`config.mk`:
```
export PLATFORM = sky130hd
export DESIGN_NAME = vad_hangover_state_machine_top_flat
export DESIGN_NICKNAME = d
export VERILOG_FILES = /design/src/rtl/vadhs_pkg.sv /design/src/rtl/vadhs_ifs.sv /design/src/rtl/vad_hangover_state_machine_top.sv /design/src/flat_wrapper.sv
export SDC_FILE = /design/constraint.sdc
export NUM_CORES = 1
export LEC_CHECK = 0
export ABC_AREA = 0
export BUFFER_PORTS_ARGS = -buffer_cell sky130_fd_sc_hd__buf_2
export CORE_MARGIN = 2
export CORE_UTILIZATION = 70
export CTS_BUF_LIST = sky130_fd_sc_hd__clkbuf_4 sky130_fd_sc_hd__clkbuf_8
export DETAILED_ROUTE_END_ITERATION = 12
export GPL_TIMING_DRIVEN = 0
export PLACE_DENSITY_LB_ADDON = 0.1
export REMOVE_ABC_BUFFERS = 1
export SYNTH_ARGS = -nofsm -noshare
export SYNTH_HDL_FRONTEND = slang
export SYNTH_SLANG_ARGS = --single-unit
```
`constraint.sdc`:
```
create_clock -name clock -period 28.7 [get_ports clock]
set_input_delay 4.305 -clock clock [delete_from_list [all_inputs] [get_ports clock]]
set_output_delay 4.305 -clock clock [all_outputs]
set_load 0.02 [all_outputs]
```
`src/rtl/vadhs_pkg.sv`:
```
package vadhs_pkg;

   // Q1.15 fixed point, 32768 is 1.0
   localparam int LEVEL_W = 16;
   localparam int PROB_W = 17;
   localparam int RUN_W = 8;
   localparam int HANG_W = 12;
   localparam int CSR_DATA_W = 16;
   localparam int CSR_INDEX_W = 3;

   localparam logic [LEVEL_W-1:0] ONE_Q15 = 16'd32768;
   localparam logic [RUN_W-1:0] RUN_MAX = 8'd255;

   // register reset values
   localparam logic [LEVEL_W-1:0] ALPHA_RST = 16'd16384;
   localparam logic [LEVEL_W-1:0] START_LEVEL_RST = 16'd16384;
   localparam logic [LEVEL_W-1:0] END_LEVEL_RST = 16'd8192;
   localparam logic [RUN_W-1:0] START_RUN_RST = 8'd3;
   localparam logic [RUN_W-1:0] END_RUN_RST = 8'd3;
   localparam logic [HANG_W-1:0] HANG_LEN_RST = 12'd30;

   typedef enum logic [CSR_INDEX_W-1:0] {
      REG_SMOOTHING_ALPHA = 3'd0,
      REG_START_LEVEL = 3'd1,
      REG_END_LEVEL = 3'd2,
      REG_START_RUN = 3'd3,
      REG_END_RUN = 3'd4,
      REG_HANGOVER_LENGTH = 3'd5
   } csr_index_type;

endpackage

```
`src/rtl/vadhs_ifs.sv`:
```
// request channel: one raw probability per beat
interface vadhs_req_if;
   logic valid;
   logic ready;
   logic signed [vadhs_pkg::PROB_W-1:0] probability;

   modport source (output valid, output probability, input ready);
   modport sink (input valid, input probability, output ready);
endinterface

// response channel: one decision per beat
interface vadhs_rsp_if;
   logic valid;
   logic ready;
   logic speaking;
   logic speech_started;
   logic speech_ended;
   logic [vadhs_pkg::LEVEL_W-1:0] smoothed_level;

   modport source (output valid, output speaking, output speech_started,
                   output speech_ended, output smoothed_level, input ready);
   modport sink (input valid, input speaking, input speech_started,
                 input speech_ended, input smoothed_level, output ready);
endinterface

```
`src/rtl/vad_hangover_state_machine_top.sv`:
```
// Channel    Dir  Payload                                              Beat
// req_chan   in   probability (s17, Q2.15)                             one frame
// rsp_chan   out  speaking, speech_started, speech_ended, smoothed_level  one result
// csr_*      in   csr_we, csr_index (3b), csr_wdata (16b)              one register write
//
// One frame per cycle sustained while rsp is ready; a frame passes through the input
// register, then the result register, from req beat to rsp beat.
// The smoothing update and the counter decisions are combinational around the
// state registers: one 17x17 signed multiply, an add, and threshold compares.
// Synchronous active-high reset restores register defaults and clears the frame state.
// A stalled rsp holds the result register; the input register still takes a new
// beat whenever the result register can move.
module vad_hangover_state_machine_top (
   input  logic clock,
   input  logic reset,
   vadhs_req_if.sink req_chan,
   vadhs_rsp_if.source rsp_chan,
   input  logic csr_we,
   input  logic [vadhs_pkg::CSR_INDEX_W-1:0] csr_index,
   input  logic [vadhs_pkg::CSR_DATA_W-1:0] csr_wdata
);

   localparam int LW = vadhs_pkg::LEVEL_W;
   localparam int RW = vadhs_pkg::RUN_W;
   localparam int HW = vadhs_pkg::HANG_W;

   // configuration registers
   logic [LW-1:0] alpha_ff, start_level_ff, end_level_ff;
   logic [RW-1:0] start_run_ff, end_run_ff;
   logic [HW-1:0] hang_len_ff;

   // input stage
   logic in_valid_ff;
   logic [LW-1:0] prob_ff, prob_in;

   // frame state
   logic [LW-1:0] ema_ff, ema_in;
   logic speech_ff, speech_in;
   logic [RW-1:0] start_cnt_ff, start_cnt_in;
   logic [RW-1:0] end_cnt_ff, end_cnt_in;
   logic [HW-1:0] hang_cnt_ff, hang_cnt_in;

   // result register
   logic out_valid_ff;
   logic speaking_ff, started_ff, ended_ff;
   logic [LW-1:0] level_ff;

   logic advance;
   logic req_beat;

   // handshake: result register moves when empty or taken
   assign advance = in_valid_ff && (!out_valid_ff || rsp_chan.ready);
   assign req_chan.ready = !in_valid_ff || advance;
   assign req_beat = req_chan.valid && req_chan.ready;

   assign rsp_chan.valid = out_valid_ff;
   assign rsp_chan.speaking = speaking_ff;
   assign rsp_chan.speech_started = started_ff;
   assign rsp_chan.speech_ended = ended_ff;
   assign rsp_chan.smoothed_level = level_ff;

   // clamp the raw probability to 0..1.0
   always_comb begin
      if (req_chan.probability[vadhs_pkg::PROB_W-1]) begin
         prob_in = '0;
      end else if (req_chan.probability[LW-1:0] > vadhs_pkg::ONE_Q15) begin
         prob_in = vadhs_pkg::ONE_Q15;
      end else begin
         prob_in = req_chan.probability[LW-1:0];
      end
   end

   // configuration writes; unknown indexes are dropped
   always_ff @(posedge clock) begin
      if (reset) begin
         alpha_ff <= vadhs_pkg::ALPHA_RST;
         start_level_ff <= vadhs_pkg::START_LEVEL_RST;
         end_level_ff <= vadhs_pkg::END_LEVEL_RST;
         start_run_ff <= vadhs_pkg::START_RUN_RST;
         end_run_ff <= vadhs_pkg::END_RUN_RST;
         hang_len_ff <= vadhs_pkg::HANG_LEN_RST;
      end else if (csr_we) begin
         case (csr_index)
            vadhs_pkg::REG_SMOOTHING_ALPHA: alpha_ff <= csr_wdata[LW-1:0];
            vadhs_pkg::REG_START_LEVEL: start_level_ff <= csr_wdata[LW-1:0];
            vadhs_pkg::REG_END_LEVEL: end_level_ff <= csr_wdata[LW-1:0];
            vadhs_pkg::REG_START_RUN: start_run_ff <= csr_wdata[RW-1:0];
            vadhs_pkg::REG_END_RUN: end_run_ff <= csr_wdata[RW-1:0];
            vadhs_pkg::REG_HANGOVER_LENGTH: hang_len_ff <= csr_wdata[HW-1:0];
            default: ;
         endcase
      end
   end

   // smoothing: ema + floor(alpha * (p - ema) / 2^15)
   logic [LW-1:0] alpha_eff;
   logic signed [LW:0] alpha_s, diff_s;
   logic signed [2*LW+1:0] prod_s;
   logic signed [2*LW+1:0] step_s;
   logic signed [LW+1:0] sum_s;

   always_comb begin
      alpha_eff = (alpha_ff > vadhs_pkg::ONE_Q15) ? vadhs_pkg::ONE_Q15 : alpha_ff;
      alpha_s = $signed({1'b0, alpha_eff});
      diff_s = $signed({1'b0, prob_ff}) - $signed({1'b0, ema_ff});
      prod_s = alpha_s * diff_s;
      step_s = prod_s >>> 15;
      sum_s = $signed({2'b00, ema_ff}) + step_s[LW+1:0];
   end

   // run counters and hangover
   logic [RW-1:0] start_need, end_need;
   logic [HW-1:0] hang_load;

   always_comb begin
      start_need = (start_run_ff == '0) ? RW'(1) : start_run_ff;
      end_need = (end_run_ff == '0) ? RW'(1) : end_run_ff;
      hang_load = (hang_len_ff == '0) ? HW'(1) : hang_len_ff;

      ema_in = sum_s[LW-1:0];
      speech_in = speech_ff;
      start_cnt_in = start_cnt_ff;
      end_cnt_in = end_cnt_ff;
      hang_cnt_in = hang_cnt_ff;

      if (!speech_ff) begin
         if (ema_in >= start_level_ff) begin
            start_cnt_in = (start_cnt_ff == vadhs_pkg::RUN_MAX) ?
                           vadhs_pkg::RUN_MAX : start_cnt_ff + RW'(1);
         end else begin
            start_cnt_in = '0;
         end
         if (start_cnt_in >= start_need) begin
            speech_in = 1'b1;
            start_cnt_in = '0;
            end_cnt_in = '0;
            hang_cnt_in = '0;
         end
      end else begin
         if (ema_in < end_level_ff) begin
            end_cnt_in = (end_cnt_ff == vadhs_pkg::RUN_MAX) ?
                         vadhs_pkg::RUN_MAX : end_cnt_ff + RW'(1);
         end else begin
            end_cnt_in = '0;
            hang_cnt_in = '0;
         end
         if (end_cnt_in >= end_need) begin
            if (hang_cnt_in == '0) begin
               hang_cnt_in = hang_load;
            end else begin
               hang_cnt_in = hang_cnt_in - HW'(1);
            end
            if (hang_cnt_in == '0) begin
               speech_in = 1'b0;
               end_cnt_in = '0;
            end
         end
      end
   end

   // control and state registers
   always_ff @(posedge clock) begin
      if (reset) begin
         in_valid_ff <= 1'b0;
         out_valid_ff <= 1'b0;
         ema_ff <= '0;
         speech_ff <= 1'b0;
         start_cnt_ff <= '0;
         end_cnt_ff <= '0;
         hang_cnt_ff <= '0;
      end else begin
         if (req_chan.ready) begin
            in_valid_ff <= req_chan.valid;
         end
         if (advance) begin
            out_valid_ff <= 1'b1;
            ema_ff <= ema_in;
            speech_ff <= speech_in;
            start_cnt_ff <= start_cnt_in;
            end_cnt_ff <= end_cnt_in;
            hang_cnt_ff <= hang_cnt_in;
         end else if (rsp_chan.ready) begin
            out_valid_ff <= 1'b0;
         end
      end
   end

   // payload registers
   always_ff @(posedge clock) begin
      if (req_beat) begin
         prob_ff <= prob_in;
      end
      if (advance) begin
         speaking_ff <= speech_in;
         started_ff <= !speech_ff && speech_in;
         ended_ff <= speech_ff && !speech_in;
         level_ff <= ema_in;
      end
   end

endmodule
```
`src/flat_wrapper.sv`:
```
// flat-port wrapper written by rule: the top's interface ports become plain ports
module vad_hangover_state_machine_top_flat 
  (clock, reset, csr_we, csr_index, csr_wdata, req_chan_valid, req_chan_probability, req_chan_ready, rsp_chan_valid, rsp_chan_speaking, rsp_chan_speech_started, rsp_chan_speech_ended, rsp_chan_smoothed_level, rsp_chan_ready);
  vadhs_req_if req_chan_i ();
  vadhs_rsp_if rsp_chan_i ();
  input  logic clock;
  input  logic reset;
  input  logic csr_we;
  input  logic [vadhs_pkg::CSR_INDEX_W-1:0] csr_index;
  input  logic [vadhs_pkg::CSR_DATA_W-1:0] csr_wdata;
  input wire logic [$bits(req_chan_i.valid)-1:0] req_chan_valid;
  input wire logic [$bits(req_chan_i.probability)-1:0] req_chan_probability;
  output wire logic [$bits(req_chan_i.ready)-1:0] req_chan_ready;
  output wire logic [$bits(rsp_chan_i.valid)-1:0] rsp_chan_valid;
  output wire logic [$bits(rsp_chan_i.speaking)-1:0] rsp_chan_speaking;
  output wire logic [$bits(rsp_chan_i.speech_started)-1:0] rsp_chan_speech_started;
  output wire logic [$bits(rsp_chan_i.speech_ended)-1:0] rsp_chan_speech_ended;
  output wire logic [$bits(rsp_chan_i.smoothed_level)-1:0] rsp_chan_smoothed_level;
  input wire logic [$bits(rsp_chan_i.ready)-1:0] rsp_chan_ready;
  assign req_chan_i.valid = req_chan_valid;
  assign req_chan_i.probability = req_chan_probability;
  assign req_chan_ready = req_chan_i.ready;
  assign rsp_chan_valid = rsp_chan_i.valid;
  assign rsp_chan_speaking = rsp_chan_i.speaking;
  assign rsp_chan_speech_started = rsp_chan_i.speech_started;
  assign rsp_chan_speech_ended = rsp_chan_i.speech_ended;
  assign rsp_chan_smoothed_level = rsp_chan_i.smoothed_level;
  assign rsp_chan_i.ready = rsp_chan_ready;
  vad_hangover_state_machine_top u_core (.clock(clock), .reset(reset), .req_chan(req_chan_i), .rsp_chan(rsp_chan_i), .csr_we(csr_we), .csr_index(csr_index), .csr_wdata(csr_wdata));
endmodule
```
==> summary.txt, run 1 <==
CTS Hold Bufs: 0
Multiplexer share of the synthesized area: 0.00288
Worst-path fanout max: 16
Fillers: 1930
Routed wire length per instance: 18.4 um
Antenna cells: 0
Post-Route WL: 45500 um
Dpl hpwl: 35800 um
Post-CTS setup buffer count: 0
Vias per cell: 6.01
Max Slew Vio Count: 0
Final Skew: 28.0 ps
PortBufs: 61
Synth Instances: 2117
Cell Area, Synth: 17800 sq um
H-tree levels: 4
Hold Crit Class: reg -> reg
Top FF cell, synth: dfxtp_1
Worst-path clk slew: 110 ps
Core area: 25100 sq um
Largest family of logic cells by synthesized area: adder cells
Commonest cells after routing, fill and taps aside: 358 x nand2_1, 332 x inv_1, 210 x fa_1
First-pass DRT Iterations: 8
RSZ-0062 raised after global routing: no
#FFs+latches synth: 158
Vias in the first global route: 14889
Worst Setup Path Type: reg -> reg
Total grt overflow: 0
Worst rel slew slack: 0.0875
CP endpoint kind: register
NumNets Final: 2576
Req. time, crit path: 29110 ps
Post-synthesis sequential area ratio: 0.197
Yosys top cell area share: 0.236
Post-route ant nets: 0
Post-synthesis simple-gate area fraction: 0.202
Share of cells above drive strength 1: 0.0606
CTS Root Cell: clkbuf_8
Top post-synthesis cells by area: fa_1 24%, dfxtp_1 14%, ha_1 13%
Cell taking the most area after synthesis: fa_1
Core Rows: 58
CTS sink cnt: 158
Minimum clock period after layout: 15600 ps
Insertion delay to the later sink of the worst-skew pair: 470 ps
CTS tree: built
Synthesis-to-finish area growth: 5.42%
Fin crit share: 0.544
Most common cell after layout, fill and taps aside: nand2_1
GPL Wtd Cong: 0.939
Initial antenna violation count: 0
Clock buffer count from CTS: 17
Vert. Die Dim: 164 um
Clk buf depth: 2
Syn Area/Cell: 8.42 sq um
DR iter-0 viols: 1187
Synth Warn #: 0
Data arrival, critical path: 16010 ps
Yosys cell types: 78
DRC viols: 0
Ys async rst share: 0
Outcome: finished clean
Final Non-Filler Cells: 2476
Post-Synth XOR/XNOR Area: 0.0260
Worst-Margin Slew: 1360 ps
Largest net degree at the start of global routing: 98
Starting density of the core: 0.710
Startpoint types: register
GRT Overall Usage: 0.352
Compound-Gate Fraction of Synth Area: 0.117
Vias after detailed routing: 14870
CP peak stage delay: 1070 ps
I/O pins: 62
Final count of hold timing violations: 0
Die Width: 164 um
Post-cts sizing count: 0
Crit-path slowest cell: o211ai_1
Fmax: 64.1 MHz
Die area: 26700 sq um
# placed instances: 2444
Setup TNS: 0 ps
Post-synthesis adder-cell area fraction: 0.371
Final setup vio count: 0
First-pass GRT wire length: 73600 um
Post-synth EDFFs: 35
Max_cap viols: 0
worst paths after layout:
path | slack [ps] | depth (start not counted) | end | start
min reg2reg | 460 | 2 | u_core.start_level_ff[4] | u_core.start_level_ff[4]
min | 460 | 2 | u_core.start_level_ff[4] | u_core.start_level_ff[4]
max reg2reg | 13100 | 58 | u_core.hang_cnt_ff[11] | u_core.prob_ff[0]
max | 13100 | 58 | u_core.hang_cnt_ff[11] | u_core.prob_ff[0]
flip-flops by register name (all words and copies together), names as in the netlist, 8 cells and up:
| name | flops |
|---|---|
| u_core.alpha_ff | 16 |
| u_core.ema_ff | 16 |
| u_core.end_level_ff | 16 |
| u_core.prob_ff | 16 |
| u_core.rsp_chan.smoothed_level | 16 |
| u_core.start_level_ff | 16 |
| u_core.hang_cnt_ff | 12 |
| u_core.hang_len_ff | 12 |
| u_core.end_cnt_ff | 8 |
| u_core.end_run_ff | 8 |
| u_core.start_cnt_ff | 8 |
| u_core.start_run_ff | 8 |
cell families after synthesis:
logic type,count (synthesis)
buffers and inverters,400
xor gates and xnor gates,52
muxes,5
and+or+nand+nor,786
AOI/OAI and AO/OA,314
DFF,158
adders and majority gates,402
layer usage:
layer,wire [um],track usage,up-vias
met3,3980,0.0594,125
li1,-,-,6881
met4,1720,0.135,0
met5,0,0,-
met2,21200,0.579,647
met1,18600,0.470,7217
per-stage QoR:
stage                     utilization  instance area (sq um)  hold WS, ps  worst slack, ps
after detailed placement        0.732                  18400          447            13260
after global placement          0.728                  18300          443            12940
final                           0.748                  18800          458            13100
after global routing            0.748                  18800          479            11910
after floorplan                     -                  17600          430            15750
after CTS                       0.748                  18800          459            13180
area by class of cell:
class	count	area, sq um	share of cell area
multi-input combinational	1559	12800	0.684
clock inverter	14	166	0.00886
clock buffer	18	241	0.0129
tap	330	413	0.0220
inverter	333	1250	0.0666
timing repair buffer	64	358	0.0191
sequential	158	3510	0.187
worst max-delay path, delay by kind of cell (launching register included):
kind,cells,cell delay (ps)
AOI/OAI and AO/OA,22,6600
adders and majority gates,12,4380
and+or+nand+nor,15,2400
xor gates and xnor gates,2,1140
buffers and inverters,7,590
DFF,1,430
cell usage after synthesis, types with 5 or more instances:
master    number
nor4_1        18
nand3b_1      12
xnor2_1       36
a211oi_1       5
a32o_1         8
and2_1        47
edfxtp_1      35
clkbuf_1      59
o21a_1        17
nor2_1       174
buf_1          7
o21ai_0       25
inv_1        333
nor3_1        33
nand3_1       35
fa_1         210
and3_1        10
dfxtp_1      123
a22oi_1        6
a21oi_1      135
nand2_1      358
a311oi_1       6
nand4_1        9
xor2_1        15
o211ai_1       8
nor3b_1        5
nor2b_1       33
or2_2          5
a211o_1        5
a21o_1        39
a31oi_1       11
nand2b_1      27
ha_1         192
Power of run 1 is left out: the tool's default activity adds up to more than one toggle a clock period on the data nets, which glitch-free logic cannot reach.
==> run 2, diff against run 1 <==
Settings changed: CORE_UTILIZATION 70 to 66.
Clock period 28.7 ns to 15.66 ns, I/O delays scaled along.
==> run 2 against run 1 <==
  * Wire length shrank 1.8%
  * First-iteration DRC count shrank 7.6%
  * Hold slack is essentially flat
  * Global-route usage shrank 2.5 points
  * Critical endpoint is now u_core.end_cnt_ff[1]
  * Via count down 1.2%
==> summary.txt, run 2 (same netlist as run 1, synthesis figures left out) <==
Worst-Margin Slew: 1370 ps (+6.09 ps)
Startpoint types: register
Fin crit share: 0.947 (+0.403)
Max_cap viols: 0 (unchanged)
DRC viols: 0 (unchanged)
CP peak stage delay: 590 ps (-480 ps)
Final setup vio count: 0 (unchanged)
NumNets Final: 2580 (+0.16%)
First-pass GRT wire length: 73500 um (about the same)
Clk buf depth: 2 (unchanged)
Final count of hold timing violations: 0 (unchanged)
Total grt overflow: 0 (unchanged)
Vias per cell: 5.90 (-1.8%)
Post-route ant nets: 0 (unchanged)
Vert. Die Dim: 168 um (+2.9%)
Share of cells above drive strength 1: 0.0647 (+0.00407)
CTS Root Cell: clkbuf_8
Core area: 26700 sq um (+6.4%)
Req. time, crit path: 16070 ps (-13040 ps)
GPL Wtd Cong: 0.906 (-3.5%)
Met3 global-route usage: 0.0562 (-0.00324)
Dpl hpwl: 35200 um (-1.6%)
Core Rows: 60 (+3.4%)
Vias after detailed routing: 14694 (-1.2%)
Crit-path slowest cell: a2111oi_1
Origin of the worst setup path: u_core.prob_ff[0]
Synthesis-to-finish area growth: 6.00%
PortBufs: 61 (unchanged)
R2r worst-path depth: 55 (-5.2%)
Worst Setup Path Type: reg -> reg
Final core occ: 0.707 (-0.0414)
Fmax: 67.5 MHz (+5.3%)
Crit path max-delay family: compound AO/OA/AOI/OAI gates
Met1 usage: 0.447 (-0.0229)
Worst r2r src: u_core.prob_ff[0]
RSZ-0062 raised after global routing: no
Layer carrying the most global-route usage: met2
Data arrival, critical path: 15230 ps (-780 ps)
CTS sink cnt: 158 (unchanged)
Initial antenna violation count: 0 (unchanged)
Die area: 28300 sq um (+5.9%)
Outcome: finished clean
Met2 GRT Util: 0.542 (-0.0361)
Hold Crit Class: reg -> reg
R2r setup slk: 840 ps (-12260 ps)
Commonest cells after routing, fill and taps aside: 358 x nand2_1, 332 x inv_1, 210 x fa_1
Final Skew: 26.4 ps (-1.56 ps)
Hold path startpoint: u_core.end_level_ff[2]
Antenna cells: 0 (unchanged)
Die Width: 168 um (+2.9%)
Starting density of the core: 0.667 (-0.0429)
Worst path bufs/invs: 6 (-1)
Post-Route WL: 44700 um (-1.8%)
Clock buffer count from CTS: 17 (unchanged)
Minimum clock period after layout: 14820 ps (-780 ps)
Max Slew Vio Count: 0 (unchanged)
First-pass DRT Iterations: 5 (-3)
CTS tree: built
Hold depth: 2 (unchanged)
Routed wire length per instance: 17.9 um (-2.4%)
Worst-path clk slew: 100 ps (about the same)
H-tree levels: 4 (unchanged)
Worst Hold Path EP: u_core.end_level_ff[2]
I/O pins: 62 (unchanged)
Largest net degree at the start of global routing: 62 (-37%)
GRT Overall Usage: 0.327 (-0.0249)
Worst rel slew slack: 0.0861 (-0.00131)
DR iter-0 viols: 1097 (-7.6%)
CP endpoint kind: register
Insertion delay to the later sink of the worst-skew pair: 470 ps (about the same)
Worst-path fanout max: 17 (+1)
Reg-to-reg endpoint: u_core.end_cnt_ff[1]
Vias in the first global route: 14574 (-2.1%)
Most frequent cell on the critical path: fa_1
Most common cell after layout, fill and taps aside: nand2_1
[run 2: changes by cell type in the layout (fill, tap and decap cells not counted), moves of 2 or more]
| cell | delta |
|---|---|
| xnor2_4 | +2 |
| inv_6 | -4 |
| clkinv_4 | +2 |
| inv_8 | +2 |
| bufinv_16 | -2 |
| clkinv_8 | +3 |
| xor2_2 | +3 |
| xnor2_1 | -3 |
| buf_4 | +5 |
| xor2_1 | -3 |
[run 2: layout make-up]
cell class | count | area (sq um)
fill | 2149 | 7840
inverter | 333 | 1250
tap | 341 | 427
clock inverter | 15 | 161
multi-input combinational | 1559 | 12900
timing repair buffer | 68 | 384
clock buffer | 17 | 234
sequential | 158 | 3510
[run 2: repair_timing]
item                                    CTS  global route
buffers inserted                          0             5
hold endpoints to repair                  0             0
hold buffers                              0             0
endpoints found under the setup margin    0            27
gates resized for setup                   0             9
[run 2: metal layers]
layer  vias to the layer above  wire length, um
met1                      7130            19100
met3                        82             3430
li1                       6891                -
met4                         0             1150
met5                         -                0
met2                       591            21000
[run 2: worst reg2reg max path: cells and delay by family, from the launching register on]
family          cells  cell delay, ps
compound gates     23            6060
fa+ha+maj          12            4480
flops               1             410
xor+xnor            2             760
simple gates       12            2650
buf+inv             6             430
[run 2: worst max path at each step]
| stage | cells after the start | end |
|---|---|---|
| floorplan | 57 | u_core.start_cnt_ff[4] |
| global placement | 55 | u_core.end_cnt_ff[1] |
| detailed placement | 59 | u_core.hang_cnt_ff[7] |
| CTS | 59 | u_core.hang_cnt_ff[7] |
| global route | 57 | u_core.end_cnt_ff[1] |
| finish | 55 | u_core.end_cnt_ff[1] |
[run 2: per-stage QoR]
step | worst slack (ps) | hold WS [ps] | cell area, sq um | setup TNS, ps | std cells
floorplan | 2710 | 430 | 17600 | 0 | 2050
global placement | -129 | 443 | 18300 | -1160 | 2452
detailed placement | 344 | 448 | 18400 | 0 | 2454
CTS | 312 | 460 | 18800 | 0 | 2486
global route | 24.6 | 473 | 18900 | 0 | 2491
finish | 837 | 458 | 18900 | 0 | 2491
Power of run 2 is left out for the same reason.
